--- src/rtl/sttc_pkg.sv ---
// Shared types and constants of the stick and throttle command conditioner.
`timescale 1ns / 1ps
package sttc_pkg;

  localparam int unsigned APB_AW = 4;
  localparam int unsigned APB_DW = 32;

  localparam int unsigned NUM_W = 18;
  localparam int unsigned DEN_W = 16;
  localparam int unsigned QUO_W = 10;

  localparam logic [10:0] THR_MIN      = 11'd1000;
  localparam logic [10:0] THR_MAX      = 11'd2000;
  localparam logic [10:0] IDLE_RESET   = 11'd1221;
  localparam logic [6:0]  SDZ_RESET    = 7'd20;
  localparam logic [7:0]  TDZ_RESET    = 8'd10;
  localparam logic [7:0]  TRIG_FULL    = 8'd255;
  localparam logic [7:0]  SLOPE_RAISE  = 8'd99;
  localparam logic [7:0]  SLOPE_LOWER  = 8'd149;
  localparam logic [9:0]  RAMP_SCALE   = 10'd1000;
  localparam logic [7:0]  STICK_BIAS   = 8'd127;
  localparam logic [9:0]  STICK_CENTRE = 10'd500;
  localparam logic [25:0] MAP_MULT     = 26'd66052500;
  localparam int unsigned MAP_SHIFT    = 24;

  typedef enum logic [1:0] {
    REG_STICK_DZ = 2'd0,
    REG_TRIG_DZ  = 2'd1,
    REG_IDLE     = 2'd2
  } reg_idx_e;

  typedef enum logic [4:0] {
    ST_IDLE   = 5'b00001,
    ST_MAP    = 5'b00010,
    ST_RAISE  = 5'b00100,
    ST_LOWER  = 5'b01000,
    ST_COMMIT = 5'b10000
  } state_e;

  typedef struct packed {
    logic [2:0]        pad;
    logic              height_ok;
    logic [31:0]       now_ms;
    logic [7:0]        lower_trigger;
    logic [7:0]        raise_trigger;
    logic              disarm_button;
    logic              arm_button;
    logic signed [7:0] stick_yaw;
    logic signed [7:0] stick_pitch;
    logic signed [7:0] stick_roll;
    logic              cross_button;
    logic              connected;
  } in_item_t;

  typedef struct packed {
    logic [1:0]        pad;
    logic [10:0]       base_throttle_out;
    logic              hold_out;
    logic              armed_out;
    logic signed [9:0] yaw_cmd;
    logic signed [9:0] pitch_cmd;
    logic signed [9:0] roll_cmd;
    logic [10:0]       throttle_out;
  } out_item_t;

  function automatic logic [10:0] clamp_thr(input logic [10:0] v, input logic [10:0] lo,
                                            input logic [10:0] hi);
    logic [10:0] r;
    r = v;
    if (v < lo) r = lo;
    else if (v > hi) r = hi;
    return r;
  endfunction

endpackage

--- src/rtl/stick_throttle_command_conditioner.sv ---
// Top level of the stick and throttle command conditioner.
//
// One controller poll enters per input word on the s_axis channel and one
// command word leaves on the m_axis channel. Configuration (stick deadzone,
// trigger deadzone, idle throttle) is written over the APB port at byte
// addresses 0, 4 and 8; the user must write it only while no poll is in
// flight, as the block itself does not enforce this.
// A poll passes through the accepting cycle, the mapping of the three sticks
// through one constant-multiply unit, two ramp interval divisions in one
// shared restoring divider, then a commit cycle.
// The commit fills the output register and returns to idle, raising tready.
// The result sits in an output register; the next poll is taken while it
// waits. If the receiver stalls, the commit cycle holds until the output
// register frees, so nothing is dropped.
// Reset sets throttle 1000, clears armed, hold and cross history, zeroes
// the step times, sets base throttle 1221 and the register defaults.
`timescale 1ns / 1ps
module stick_throttle_command_conditioner (
  input  logic                         clk_i,
  input  logic                         rst_ni,
  input  logic                         psel,
  input  logic                         penable,
  input  logic                         pwrite,
  input  logic [sttc_pkg::APB_AW-1:0]  paddr,
  input  logic [sttc_pkg::APB_DW-1:0]  pwdata,
  output logic [sttc_pkg::APB_DW-1:0]  prdata,
  output logic                         pready,
  input  logic                         s_axis_tvalid,
  output logic                         s_axis_tready,
  // connected, cross_button, stick_roll, stick_pitch, stick_yaw, arm_button,
  // disarm_button, raise_trigger, lower_trigger, now_ms, height_ok
  input  logic [79:0]                  s_axis_tdata,
  output logic                         m_axis_tvalid,
  input  logic                         m_axis_tready,
  // throttle_out, roll_cmd, pitch_cmd, yaw_cmd, armed_out, hold_out,
  // base_throttle_out
  output logic [55:0]                  m_axis_tdata
);

  sttc_pkg::state_e   state_q, state_d;
  sttc_pkg::in_item_t in_q;
  sttc_pkg::reg_idx_e reg_idx;

  logic [6:0]  sdz_q;
  logic [7:0]  tdz_q;
  logic [10:0] idle_cfg_q;

  logic [10:0] throttle_q, throttle_d;
  logic        armed_q, armed_d;
  logic        hold_q, hold_d;
  logic        cross_prev_q, cross_prev_d;
  logic [31:0] last_raise_q, last_raise_d;
  logic [31:0] last_lower_q, last_lower_d;
  logic [10:0] base_q, base_d;

  logic [1:0]        map_cnt_q;
  logic signed [9:0] roll_off_q, pitch_off_q, yaw_off_q;
  logic signed [7:0] map_stick;
  logic signed [9:0] map_off;
  logic              map_neg;

  logic                        div_start, div_done;
  logic [sttc_pkg::NUM_W-1:0]  div_num;
  logic [sttc_pkg::DEN_W-1:0]  div_den;
  logic [sttc_pkg::QUO_W-1:0]  div_quot;
  logic [7:0]                  d_span;
  logic [7:0]                  trig_sel, slope_sel;
  logic                        raise_due_q;
  logic [31:0]                 elapsed;

  logic                  out_valid_q;
  sttc_pkg::out_item_t   out_q, out_d;
  logic                  commit;
  logic [10:0]           idle;

  function automatic logic signed [9:0] stick_map(input logic signed [7:0] v,
                                                  input logic [6:0] dz, input logic neg);
    logic signed [7:0] c;
    logic [6:0]        mag;
    logic [8:0]        s;
    logic [7:0]        u;
    logic [33:0]       prod;
    logic [9:0]        mapped;
    c = (v == -8'sd128) ? -8'sd127 : v;
    mag = c[7] ? 7'(-c) : c[6:0];
    if (mag < dz) c = '0;
    s = neg ? 9'(-{c[7], c}) : {c[7], c};
    u = 8'(s + {1'b0, sttc_pkg::STICK_BIAS});
    prod = 34'(u) * 34'(sttc_pkg::MAP_MULT);
    mapped = prod[sttc_pkg::MAP_SHIFT +: 10];
    return 10'(mapped - sttc_pkg::STICK_CENTRE);
  endfunction

  // Configuration port
  assign pready  = 1'b1;
  assign reg_idx = sttc_pkg::reg_idx_e'(paddr[3:2]);

  always_comb begin
    case (reg_idx)
      sttc_pkg::REG_STICK_DZ: prdata = sttc_pkg::APB_DW'(sdz_q);
      sttc_pkg::REG_TRIG_DZ:  prdata = sttc_pkg::APB_DW'(tdz_q);
      sttc_pkg::REG_IDLE:     prdata = sttc_pkg::APB_DW'(idle_cfg_q);
      default:                prdata = '0;
    endcase
  end

  always_ff @(posedge clk_i or negedge rst_ni) begin
    if (!rst_ni) begin
      sdz_q      <= sttc_pkg::SDZ_RESET;
      tdz_q      <= sttc_pkg::TDZ_RESET;
      idle_cfg_q <= sttc_pkg::IDLE_RESET;
    end else if (psel && penable && pwrite) begin
      case (reg_idx)
        sttc_pkg::REG_STICK_DZ: sdz_q      <= pwdata[6:0];
        sttc_pkg::REG_TRIG_DZ:  tdz_q      <= pwdata[7:0];
        sttc_pkg::REG_IDLE:     idle_cfg_q <= pwdata[10:0];
        default: ;
      endcase
    end
  end

  assign idle = sttc_pkg::clamp_thr(idle_cfg_q, sttc_pkg::THR_MIN, sttc_pkg::THR_MAX);

  // Stick mapping unit, one stick per cycle
  always_comb begin
    case (map_cnt_q)
      2'd0:    begin map_stick = in_q.stick_roll;  map_neg = 1'b0; end
      2'd1:    begin map_stick = in_q.stick_pitch; map_neg = 1'b1; end
      default: begin map_stick = in_q.stick_yaw;   map_neg = 1'b0; end
    endcase
  end

  assign map_off = stick_map(map_stick, sdz_q, map_neg);

  // Ramp interval operands for the shared divider
  assign d_span    = sttc_pkg::TRIG_FULL - tdz_q;
  assign trig_sel  = (state_q == sttc_pkg::ST_RAISE) ? in_q.lower_trigger : in_q.raise_trigger;
  assign slope_sel = (state_q == sttc_pkg::ST_RAISE) ? sttc_pkg::SLOPE_LOWER
                                                     : sttc_pkg::SLOPE_RAISE;
  assign div_num   = sttc_pkg::NUM_W'(d_span) * sttc_pkg::NUM_W'(sttc_pkg::RAMP_SCALE);
  assign div_den   = sttc_pkg::DEN_W'(8'(trig_sel - tdz_q)) * sttc_pkg::DEN_W'(slope_sel)
                   + sttc_pkg::DEN_W'(d_span);
  assign div_start = ((state_q == sttc_pkg::ST_MAP) && (map_cnt_q == 2'd2))
                   || ((state_q == sttc_pkg::ST_RAISE) && div_done);

  sttc_divider u_divider (
    .clk_i   (clk_i),
    .rst_ni  (rst_ni),
    .start_i (div_start),
    .num_i   (div_num),
    .den_i   (div_den),
    .done_o  (div_done),
    .quot_o  (div_quot)
  );

  assign elapsed = in_q.now_ms - last_raise_q;

  // Commit: disconnect, cross edge, arm, ramp, disarm, clamp
  always_comb begin
    logic [10:0] thr;
    thr          = throttle_q;
    armed_d      = armed_q;
    hold_d       = hold_q;
    cross_prev_d = cross_prev_q;
    last_raise_d = last_raise_q;
    last_lower_d = last_lower_q;
    base_d       = base_q;
    if (!in_q.connected) begin
      thr = sttc_pkg::THR_MIN;
    end else begin
      if (armed_q) begin
        if (in_q.cross_button && !cross_prev_q) begin
          if (!hold_q) begin
            if (in_q.height_ok) begin
              hold_d = 1'b1;
              base_d = throttle_q;
            end
          end else begin
            hold_d = 1'b0;
          end
        end
        cross_prev_d = in_q.cross_button;
      end
      if (in_q.arm_button && (thr == sttc_pkg::THR_MIN)) begin
        thr     = idle;
        armed_d = 1'b1;
      end
      if (!hold_d) begin
        if ((in_q.raise_trigger > tdz_q) && (thr >= idle) && raise_due_q) begin
          thr          = sttc_pkg::clamp_thr(thr + 11'd1, idle, sttc_pkg::THR_MAX);
          last_raise_d = in_q.now_ms;
        end
        if ((in_q.lower_trigger > tdz_q) && (thr >= idle)
            && ((in_q.now_ms - last_lower_q) >= 32'(div_quot))) begin
          thr          = sttc_pkg::clamp_thr(thr - 11'd1, idle, sttc_pkg::THR_MAX);
          last_lower_d = in_q.now_ms;
        end
      end
      if (in_q.disarm_button) begin
        thr     = sttc_pkg::THR_MIN;
        armed_d = 1'b0;
        hold_d  = 1'b0;
      end
      thr = sttc_pkg::clamp_thr(thr, sttc_pkg::THR_MIN, sttc_pkg::THR_MAX);
    end
    throttle_d = thr;
  end

  always_comb begin
    out_d                   = '0;
    out_d.throttle_out      = throttle_d;
    out_d.roll_cmd          = in_q.connected ? roll_off_q  : '0;
    out_d.pitch_cmd         = in_q.connected ? pitch_off_q : '0;
    out_d.yaw_cmd           = in_q.connected ? yaw_off_q   : '0;
    out_d.armed_out         = armed_d;
    out_d.hold_out          = hold_d;
    out_d.base_throttle_out = base_d;
  end

  assign commit = (state_q == sttc_pkg::ST_COMMIT) && (!out_valid_q || m_axis_tready);

  // Sequencer
  always_comb begin
    state_d = state_q;
    case (state_q)
      sttc_pkg::ST_IDLE:   if (s_axis_tvalid) state_d = sttc_pkg::ST_MAP;
      sttc_pkg::ST_MAP:    if (map_cnt_q == 2'd2) state_d = sttc_pkg::ST_RAISE;
      sttc_pkg::ST_RAISE:  if (div_done) state_d = sttc_pkg::ST_LOWER;
      sttc_pkg::ST_LOWER:  if (div_done) state_d = sttc_pkg::ST_COMMIT;
      sttc_pkg::ST_COMMIT: if (commit) state_d = sttc_pkg::ST_IDLE;
      default:             state_d = sttc_pkg::ST_IDLE;
    endcase
  end

  always_ff @(posedge clk_i or negedge rst_ni) begin
    if (!rst_ni) begin
      state_q      <= sttc_pkg::ST_IDLE;
      map_cnt_q    <= '0;
      out_valid_q  <= 1'b0;
      throttle_q   <= sttc_pkg::THR_MIN;
      armed_q      <= 1'b0;
      hold_q       <= 1'b0;
      cross_prev_q <= 1'b0;
      last_raise_q <= '0;
      last_lower_q <= '0;
      base_q       <= sttc_pkg::IDLE_RESET;
    end else begin
      state_q <= state_d;
      if (state_q == sttc_pkg::ST_MAP) map_cnt_q <= map_cnt_q + 2'd1;
      else map_cnt_q <= '0;
      if (commit) begin
        out_valid_q  <= 1'b1;
        throttle_q   <= throttle_d;
        armed_q      <= armed_d;
        hold_q       <= hold_d;
        cross_prev_q <= cross_prev_d;
        last_raise_q <= last_raise_d;
        last_lower_q <= last_lower_d;
        base_q       <= base_d;
      end else if (m_axis_tready) begin
        out_valid_q <= 1'b0;
      end
    end
  end

  always_ff @(posedge clk_i) begin
    if ((state_q == sttc_pkg::ST_IDLE) && s_axis_tvalid) begin
      in_q <= sttc_pkg::in_item_t'(s_axis_tdata);
    end
    if (state_q == sttc_pkg::ST_MAP) begin
      case (map_cnt_q)
        2'd0:    roll_off_q  <= map_off;
        2'd1:    pitch_off_q <= map_off;
        default: yaw_off_q   <= map_off;
      endcase
    end
    if ((state_q == sttc_pkg::ST_RAISE) && div_done) begin
      raise_due_q <= elapsed >= 32'(div_quot);
    end
    if (commit) begin
      out_q <= out_d;
    end
  end

  assign s_axis_tready = (state_q == sttc_pkg::ST_IDLE);
  assign m_axis_tvalid = out_valid_q;
  assign m_axis_tdata  = out_q;

endmodule

--- src/rtl/sttc_divider.sv ---
// Iterative restoring divider, one quotient bit per cycle.
`timescale 1ns / 1ps
module sttc_divider (
  input  logic                         clk_i,
  input  logic                         rst_ni,
  input  logic                         start_i,
  input  logic [sttc_pkg::NUM_W-1:0]   num_i,
  input  logic [sttc_pkg::DEN_W-1:0]   den_i,
  output logic                         done_o,
  output logic [sttc_pkg::QUO_W-1:0]   quot_o
);

  localparam int unsigned DivW = sttc_pkg::DEN_W + sttc_pkg::QUO_W - 1;
  localparam int unsigned CntW = $clog2(sttc_pkg::QUO_W);

  logic                        busy_q, busy_d;
  logic                        done_q, done_d;
  logic [CntW-1:0]             cnt_q, cnt_d;
  logic [sttc_pkg::NUM_W-1:0]  rem_q, rem_d;
  logic [DivW-1:0]             div_q, div_d;
  logic [sttc_pkg::QUO_W-1:0]  quot_q, quot_d;
  logic                        fits;

  assign fits = DivW'(rem_q) >= div_q;

  always_comb begin
    busy_d = busy_q;
    done_d = 1'b0;
    cnt_d  = cnt_q;
    rem_d  = rem_q;
    div_d  = div_q;
    quot_d = quot_q;
    if (start_i) begin
      busy_d = 1'b1;
      cnt_d  = CntW'(sttc_pkg::QUO_W - 1);
      rem_d  = num_i;
      div_d  = {den_i, (sttc_pkg::QUO_W - 1)'(0)};
      quot_d = '0;
    end else if (busy_q) begin
      if (fits) begin
        rem_d = rem_q - sttc_pkg::NUM_W'(div_q);
      end
      quot_d = {quot_q[sttc_pkg::QUO_W-2:0], fits};
      div_d  = div_q >> 1;
      if (cnt_q == '0) begin
        busy_d = 1'b0;
        done_d = 1'b1;
      end else begin
        cnt_d = cnt_q - 1'b1;
      end
    end
  end

  always_ff @(posedge clk_i or negedge rst_ni) begin
    if (!rst_ni) begin
      busy_q <= 1'b0;
      done_q <= 1'b0;
      cnt_q  <= '0;
    end else begin
      busy_q <= busy_d;
      done_q <= done_d;
      cnt_q  <= cnt_d;
    end
  end

  always_ff @(posedge clk_i) begin
    rem_q  <= rem_d;
    div_q  <= div_d;
    quot_q <= quot_d;
  end

  assign done_o = done_q;
  assign quot_o = quot_q;

endmodule
--- config.mk ---
export PLATFORM = sky130hd
export DESIGN_NAME = stick_throttle_command_conditioner
export DESIGN_NICKNAME = d
export VERILOG_FILES = /design/src/rtl/sttc_pkg.sv /design/src/rtl/stick_throttle_command_conditioner.sv /design/src/rtl/sttc_divider.sv
export SDC_FILE = /design/constraint.sdc
export NUM_CORES = 1
export LEC_CHECK = 0
export ABC_CLOCK_PERIOD_IN_PS = 21900
export BUFFER_PORTS_ARGS = -buffer_cell sky130_fd_sc_hd__buf_2
export CAP_MARGIN = 15
export CORE_UTILIZATION = 50
export DETAILED_ROUTE_END_ITERATION = 7
export GPL_TIMING_DRIVEN = 0
export PLACE_DENSITY = 0.76
export SLEW_MARGIN = 40
export SYNTH_ARGS = -nofsm -noshare
export SYNTH_HDL_FRONTEND = slang
export SYNTH_HIERARCHICAL = 1
export SYNTH_SLANG_ARGS = --single-unit
--- constraint.sdc ---
create_clock -name clk_i -period 21.9 [get_ports clk_i]
set_input_delay 1.095 -clock clk_i [delete_from_list [all_inputs] [get_ports clk_i]]
set_output_delay 1.095 -clock clk_i [all_outputs]
set_load 0.02 [all_outputs]
### Word-level counts from Yosys, hierarchy flattened

Index checks and enable logic that the tools add are counted.

* add/subtract/negate cells: 14
* multipliers: 3
* div/mod/pow operators: 0
* order comparisons: 16
* equality and inequality tests: 17
* shift-type cells: 0
* muxes and demuxes: 65
* bitwise gates (word level): 2
* reduce and logical (&&, ||, !) cells: 36

Operators with widths (number)
* 2-to-1 mux 11 bit: 23
* greater-or-equal comparator 32 x 10 -> 1 bit: 2
* subtractor 32 bit: 2
* 2-to-1 mux 18 bit: 3
* 2-to-1 mux 25 bit: 2
* > comparator 11 bit, second input constant: 4
* 2-to-1 mux 8 bit: 5
* one-hot mux 11 bit (3 select lines): 1
* multiplier 8 x 24 -> 32 bit, second input constant: 1
* greater-or-equal comparator 18 x 25 -> 1 bit: 1
* 2-to-1 mux 5 bit: 5
* one-hot mux 5 bit (5 select lines): 1
* greater-or-equal comparator 11 bit: 2
* less-than comparator 11 x 10 -> 1 bit, second input constant: 2
* less-than comparator 11 bit: 2
* 2-to-1 mux 1 bit: 19
* AND reduction 2 bit: 9
* subtractor 18 bit: 1
* adder 16 x 8 -> 16 bit: 1
* > comparator 8 bit: 2
* multiplier 8 x 8 -> 16 bit: 1
* one-hot mux 8 bit (2 select lines): 1
* multiplier 8 x 7 -> 15 bit, second input constant: 1
* logical AND 1 bit: 12
* other kinds (35): 50

* register bits after elaboration: 344
* bits in latches: 0
* bits in writable memories: 0
* ROM bits: 0
* output and inout bits: 91
* memories kept: 0

### Logic depth before layout (Yosys ltp)

* depth after elaboration: 24
* depth in mapped cells: 53

### Modules after synthesis

Netlist, hierarchy kept.

Modules (own cells, without submodules)
* stick_throttle_command_conditioner: times used 1, cells an instance 2533, area each 24717.5 µm²
* sttc_divider: times used 1, cells an instance 340, area each 3345.7 µm²

### Worst setup path after synthesis

No wires, ideal clock.

* path kind: reg2reg
* start: register map_cnt_q[0]
* end: register pitch_off_q[9], data pin
* library setup time: 0.267 ns
* data arrival time: 11.365 ns
* data required time: 21.633 ns
* setup slack: 10.268 ns
* stages on the path, launching flop included: 50
* path through: dfrtp_1 > inv_1 > ha_1 > clkbuf_1 > a22o_1 > a21oi_1 > nand4_1 > o31a_1 > nand2_1 > nor2_1 > and2_1 > nor2_1 > xnor2_1 > ha_1 > a21oi_1 > nor3b_1 > a221oi_1 > clkbuf_1 > [... 14 more ...] > fa_1 > fa_1 > fa_1 > inv_1 > ha_1 > a21o_1 > a21oi_1 > nor2b_1 > o21ai_0 > nand2_1 > a21oi_1 > a21boi_1 > o31a_1 > o41a_1 > xor2_1 > or4bb_1 > nand4b_1 > xnor2_1

* cells in the longest elaborated chain, start to end: 13
* elaborated cells on any way between the ends: 15
* those cells by class: add/sub (4); mul (1); order compare (1); eq/ne (2); mux (6); reduce/logical (1)

RTL lines
* start, declared: line stick_throttle_command_conditioner.sv:56 `logic [1:0] map_cnt_q;`
* start signal, assigned: line stick_throttle_command_conditioner.sv:249 `if (state_q == sttc_pkg::ST_MAP) map_cnt_q <= map_cnt_q + 2'd1;`
* == test 2 x 1 -> 1 bit or logical NOT 2 bit (tied branches): line stick_throttle_command_conditioner.sv:126 `case (map_cnt_q)`
* one-hot mux 8 bit (2 select lines): line stick_throttle_command_conditioner.sv:126
* == test 8 bit: line stick_throttle_command_conditioner.sv:84 `c = (v == -8'sd128) ? -8'sd127 : v;`
* 2-to-1 mux 8 bit: line stick_throttle_command_conditioner.sv:84
* negator 7 bit: line stick_throttle_command_conditioner.sv:85 `mag = c[7] ? 7'(-c) : c[6:0];`
* 2-to-1 mux 7 bit: line stick_throttle_command_conditioner.sv:85
* less-than comparator 7 bit: line stick_throttle_command_conditioner.sv:86 `if (mag < dz) c = '0;`
* 2-to-1 mux 8 bit: line stick_throttle_command_conditioner.sv:86
* negator 8 bit: line stick_throttle_command_conditioner.sv:87 `s = neg ? 9'(-{c[7], c}) : {c[7], c};`
* 2-to-1 mux 8 bit (*): line stick_throttle_command_conditioner.sv:87
* adder 8 x 7 -> 8 bit (*): line stick_throttle_command_conditioner.sv:88 `u = 8'(s + {1'b0, sttc_pkg::STICK_BIAS});`
* multiplier 8 x 24 -> 32 bit (*): line stick_throttle_command_conditioner.sv:89 `prod = 34'(u) * 34'(sttc_pkg::MAP_MULT);`
* subtractor 10 x 9 -> 10 bit (*): line stick_throttle_command_conditioner.sv:91 `return 10'(mapped - sttc_pkg::STICK_CENTRE);`
* net map_off[9]: line stick_throttle_command_conditioner.sv:59 `logic signed [9:0] map_off;`
* end signal, assigned: line stick_throttle_command_conditioner.sv:273 `2'd1: pitch_off_q <= map_off;`
* end, declared: line stick_throttle_command_conditioner.sv:57 `logic signed [9:0] roll_off_q, pitch_off_q, yaw_off_q;`

Mark *: on every way through the listed nets, which the timed path passes. The rest lies on a longest branch.
A chain may end at the register's enable or synchronous reset.

### Worst setup path after layout

* start: register map_cnt_q[0]
* end: register yaw_off_q[9], data pin

* cells in the longest elaborated chain, start to end: 13
* elaborated cells on any way between the ends: 15
* those cells by class: add/sub (4); mul (1); order compare (1); eq/ne (2); mux (6); reduce/logical (1)

RTL lines
* == test 2 x 1 -> 1 bit or logical NOT 2 bit (tied branches): line stick_throttle_command_conditioner.sv:126
* one-hot mux 8 bit (2 select lines): line stick_throttle_command_conditioner.sv:126
* == test 8 bit: line stick_throttle_command_conditioner.sv:84
* 2-to-1 mux 8 bit: line stick_throttle_command_conditioner.sv:84
* negator 7 bit: line stick_throttle_command_conditioner.sv:85
* 2-to-1 mux 7 bit: line stick_throttle_command_conditioner.sv:85
* less-than comparator 7 bit: line stick_throttle_command_conditioner.sv:86
* 2-to-1 mux 8 bit: line stick_throttle_command_conditioner.sv:86
* negator 8 bit: line stick_throttle_command_conditioner.sv:87
* 2-to-1 mux 8 bit (*): line stick_throttle_command_conditioner.sv:87
* adder 8 x 7 -> 8 bit (*): line stick_throttle_command_conditioner.sv:88
* multiplier 8 x 24 -> 32 bit (*): line stick_throttle_command_conditioner.sv:89
* subtractor 10 x 9 -> 10 bit (*): line stick_throttle_command_conditioner.sv:91
* net map_off[9]: line stick_throttle_command_conditioner.sv:59
* end signal, assigned: line stick_throttle_command_conditioner.sv:274 `default: yaw_off_q <= map_off;`
* end, declared: line stick_throttle_command_conditioner.sv:57

Marked as above.

==> flow_summary.toml <==
[synth]
yosys-top-cells-area = "edfxtp_1 21%, ha_1 15%, dfrtp_1 9.6%"
netlist_top_cells_count = "385 x inv_1, 332 x ha_1, 227 x nand2_1"
netlist_area_mm2 = 0.0281
synth.most_common_cell = "inv_1"
synthAdderAreaFrac_pct = 22.3
synth_top_area_share_pct = 21.0
synth_xor_area_share_pct = 4.21
synth_mux_area_share_pct = 5.42
avgSynthCellArea_um2 = 9.77
yosysWarnings = 6
synth-seq-area-share_pct = 33.9
synth_top_family_by_area = "adder cells"
synth.distinct_cells = 106
syn_inst = 2873
synth_seq_cells = 344
ys.flop_type = "edfxtp_1"
synth-simple-area-share_pct = 12.5
yosysTopAreaCell = "edfxtp_1"
synth_edf_count = 196
synthArstFlopShare_pct = 37.5
synth_compound_area_share_pct = 14.8

[clocking]
clk_pin_slew_ns = 0.06
tritoncts = "yes"
cts_buffers = 39
insertion_delay_ns = 0.57
cts_hold_buf = 0
clk_path_buf_depth = 3
ctsResizeCount = 0
cts-root-buf = "clkbuf_16"
cts_setup_buffers = 0
cts.sinks = 344
htreeDepth = 2

[floorplan]
coreArea_mm2 = 0.0553
dieArea_mm2 = 0.0571
die_w_um = 239
rows = 86
num_io_pins = 214
dieHeight_um = 239
initial_core_util_pct = 50.7

[outcome]
status = "complete, no violations"

[critical_path]
r2r_start = "map_cnt_q[0]$_DFF_PN0_"
crit_type = "flip-flop to flip-flop"
cp_slowest_cell = "fa_1"
worst-path-max-fanout = 10
worstSetupStartpointType = "flip-flop"
critPathRequiredTime_ns = 22.20
crit_path_frequent_cell = "inv_1"
arrival_ns = 13.90
r2r_slack_ns = 8.29
r2r_end = "yaw_off_q[9]$_DFFE_PP_"
crit_path_end_kind = "flip-flop"
reg2regPathDepth = 46
cpPeakStageDelay_ns = 0.80

[route]
dr.pass1.iters = 6
final_antenna_net_count = 0
wl_per_cell_um = 17.2
viasPerCell = 5.57
dr.first_iter.drc_count = 1771
wl_um = 67000
num_vias = 21700
drc = 0

[sta]
grt_setup_unrepaired = "false"
fmax_mhz = 73.5
worstMarginPinSlew_ns = 0.858
fin_crit_ns = 13.61
finalMaxSlewViolations = 0
fin_skew_ns = 0.0236
slew_headroom_pct = 42.8
hold_viol = 0
min_period_over_period_pct = 62.1
setup_tns_ns = 0
setup_viol = 0

[layout]
drive_gt1_share_pct = 13.6
multi_input_area_mm2 = 0.0168
nNetsFinal = 3669
fill_cells = 4865
utilization_pct = 56.8
synthToLayoutAreaGrowth_pct = 12.0
regArea_mm2 = 0.00952

[placed_design]
io_buffers = 163
gp_congestion = 0.961
hpwl_um = 52600

[global_route]
grt_max_degree = 74
grt_pass1_vias = 21000
antenna_found_initial = 4
grt_pass1_wl_um = 108000
grt_use_total_pct = 23.8
grt_overflow = 0

[flow_run]
cap_violations = 0

[worst_hold_path]
hold_path.class = "input port to asynchronous set/reset pin"
## cells in the final DEF, fill, tap and decap left out, drive strengths merged, types with 19 or more instances in the layout
| cell | n |
|---|---|
| inv | 389 |
| edfxtp | 196 |
| buf | 202 |
| mux2 | 103 |
| nand4 | 24 |
| a21oi | 142 |
| xnor2 | 92 |
| clkbuf | 113 |
| dfrtp | 108 |
| xor2 | 43 |
| a21o | 51 |
| nand2 | 227 |
| o211ai | 19 |
| o21ai | 157 |
| conb | 27 |
| mux2i | 36 |
| ha | 332 |
| and3 | 19 |
| a31oi | 23 |
| nor2b | 32 |
| nor2 | 161 |
| nand2b | 43 |
| a22o | 20 |
| dfxtp | 19 |
| and2 | 47 |
| o21a | 28 |
| nor3 | 35 |
| nand3 | 43 |
| fa | 105 |
| dfstp | 21 |
## state kept, by name, summed over array words and instances (netlist names), 18 cells and up
name / flops
last_lower_q: 32
u_divider/div_q: 25
u_divider/rem_q: 18
in_q: 77
last_raise_q: 32
m_axis_tdata: 54
## worst max-delay path, delay by kind of cell, from the launching register on
family | cells | cell delay [ns]
flops | 1 | 0.39
buf+inv | 8 | 1.69
xor+xnor | 4 | 1.14
compound gates | 13 | 3.85
simple gates | 12 | 2.18
fa+ha+maj | 9 | 4.07
## worst max path at each step
stage	from	to	slack (ns)	cells after the start
finish	map_cnt_q[0]$_DFF_PN0_	yaw_off_q[9]$_DFFE_PP_	8.29	46
global route	map_cnt_q[0]$_DFF_PN0_	yaw_off_q[9]$_DFFE_PP_	7.25	46
CTS	map_cnt_q[0]$_DFF_PN0_	roll_off_q[9]$_DFFE_PP_	8.36	46
detailed placement	map_cnt_q[0]$_DFF_PN0_	roll_off_q[9]$_DFFE_PP_	8.45	46
global placement	map_cnt_q[0]$_DFF_PN0_	roll_off_q[9]$_DFFE_PP_	8.23	47
floorplan	map_cnt_q[0]$_DFF_PN0_	pitch_off_q[9]$_DFFE_PP_	10.27	49
## logic make-up (layout without fill, tap and decap cells)
kind of cell,Yosys count,in the layout
AND/OR/NAND/NOR,713,713
AO/OA/AOI/OAI,618,618
flip-flops,344,344
adder cells (fa/ha/maj),437,437
buffers and inverters,485,727
other,2,28
XOR/XNOR,135,135
multiplexers,139,139
## area by class of cell
class,instances,area share [%]
diodes,1,0.00796
plain buffers,99,1.48
clock buffers,46,3.35
clock inverters,26,0.904
inverters,386,4.63
multi-input cells,2069,53.3
flip-flops and latches,344,30.3
well taps,748,2.98
repair buffers,170,3.03
## stage by stage
stage                     worst slack (ns)  area [um^2]  instances  hold slack, ns
after floorplan                      10.27        28200       2898           0.432
after global placement                8.23        29900       3809           0.445
after detailed placement              8.45        30100       3816           0.453
after CTS                             8.36        31400       3888           0.456
after global routing                  7.25        31400       3889           0.478
final                                 8.29        31400       3889           0.458
## metal layers
metal | up-vias | global-route usage, % | wire (um)
met4 | 4 | 8.31 | 2140
met3 | 124 | 2.79 | 3700
met5 | - | 0 | 31
met2 | 643 | 38.2 | 30900
li1 | 10500 | - | -
met1 | 10400 | 33.1 | 30200
Power is left out: the tool's default activity adds up to more than one toggle a clock period on the data nets, which glitch-free logic cannot reach.
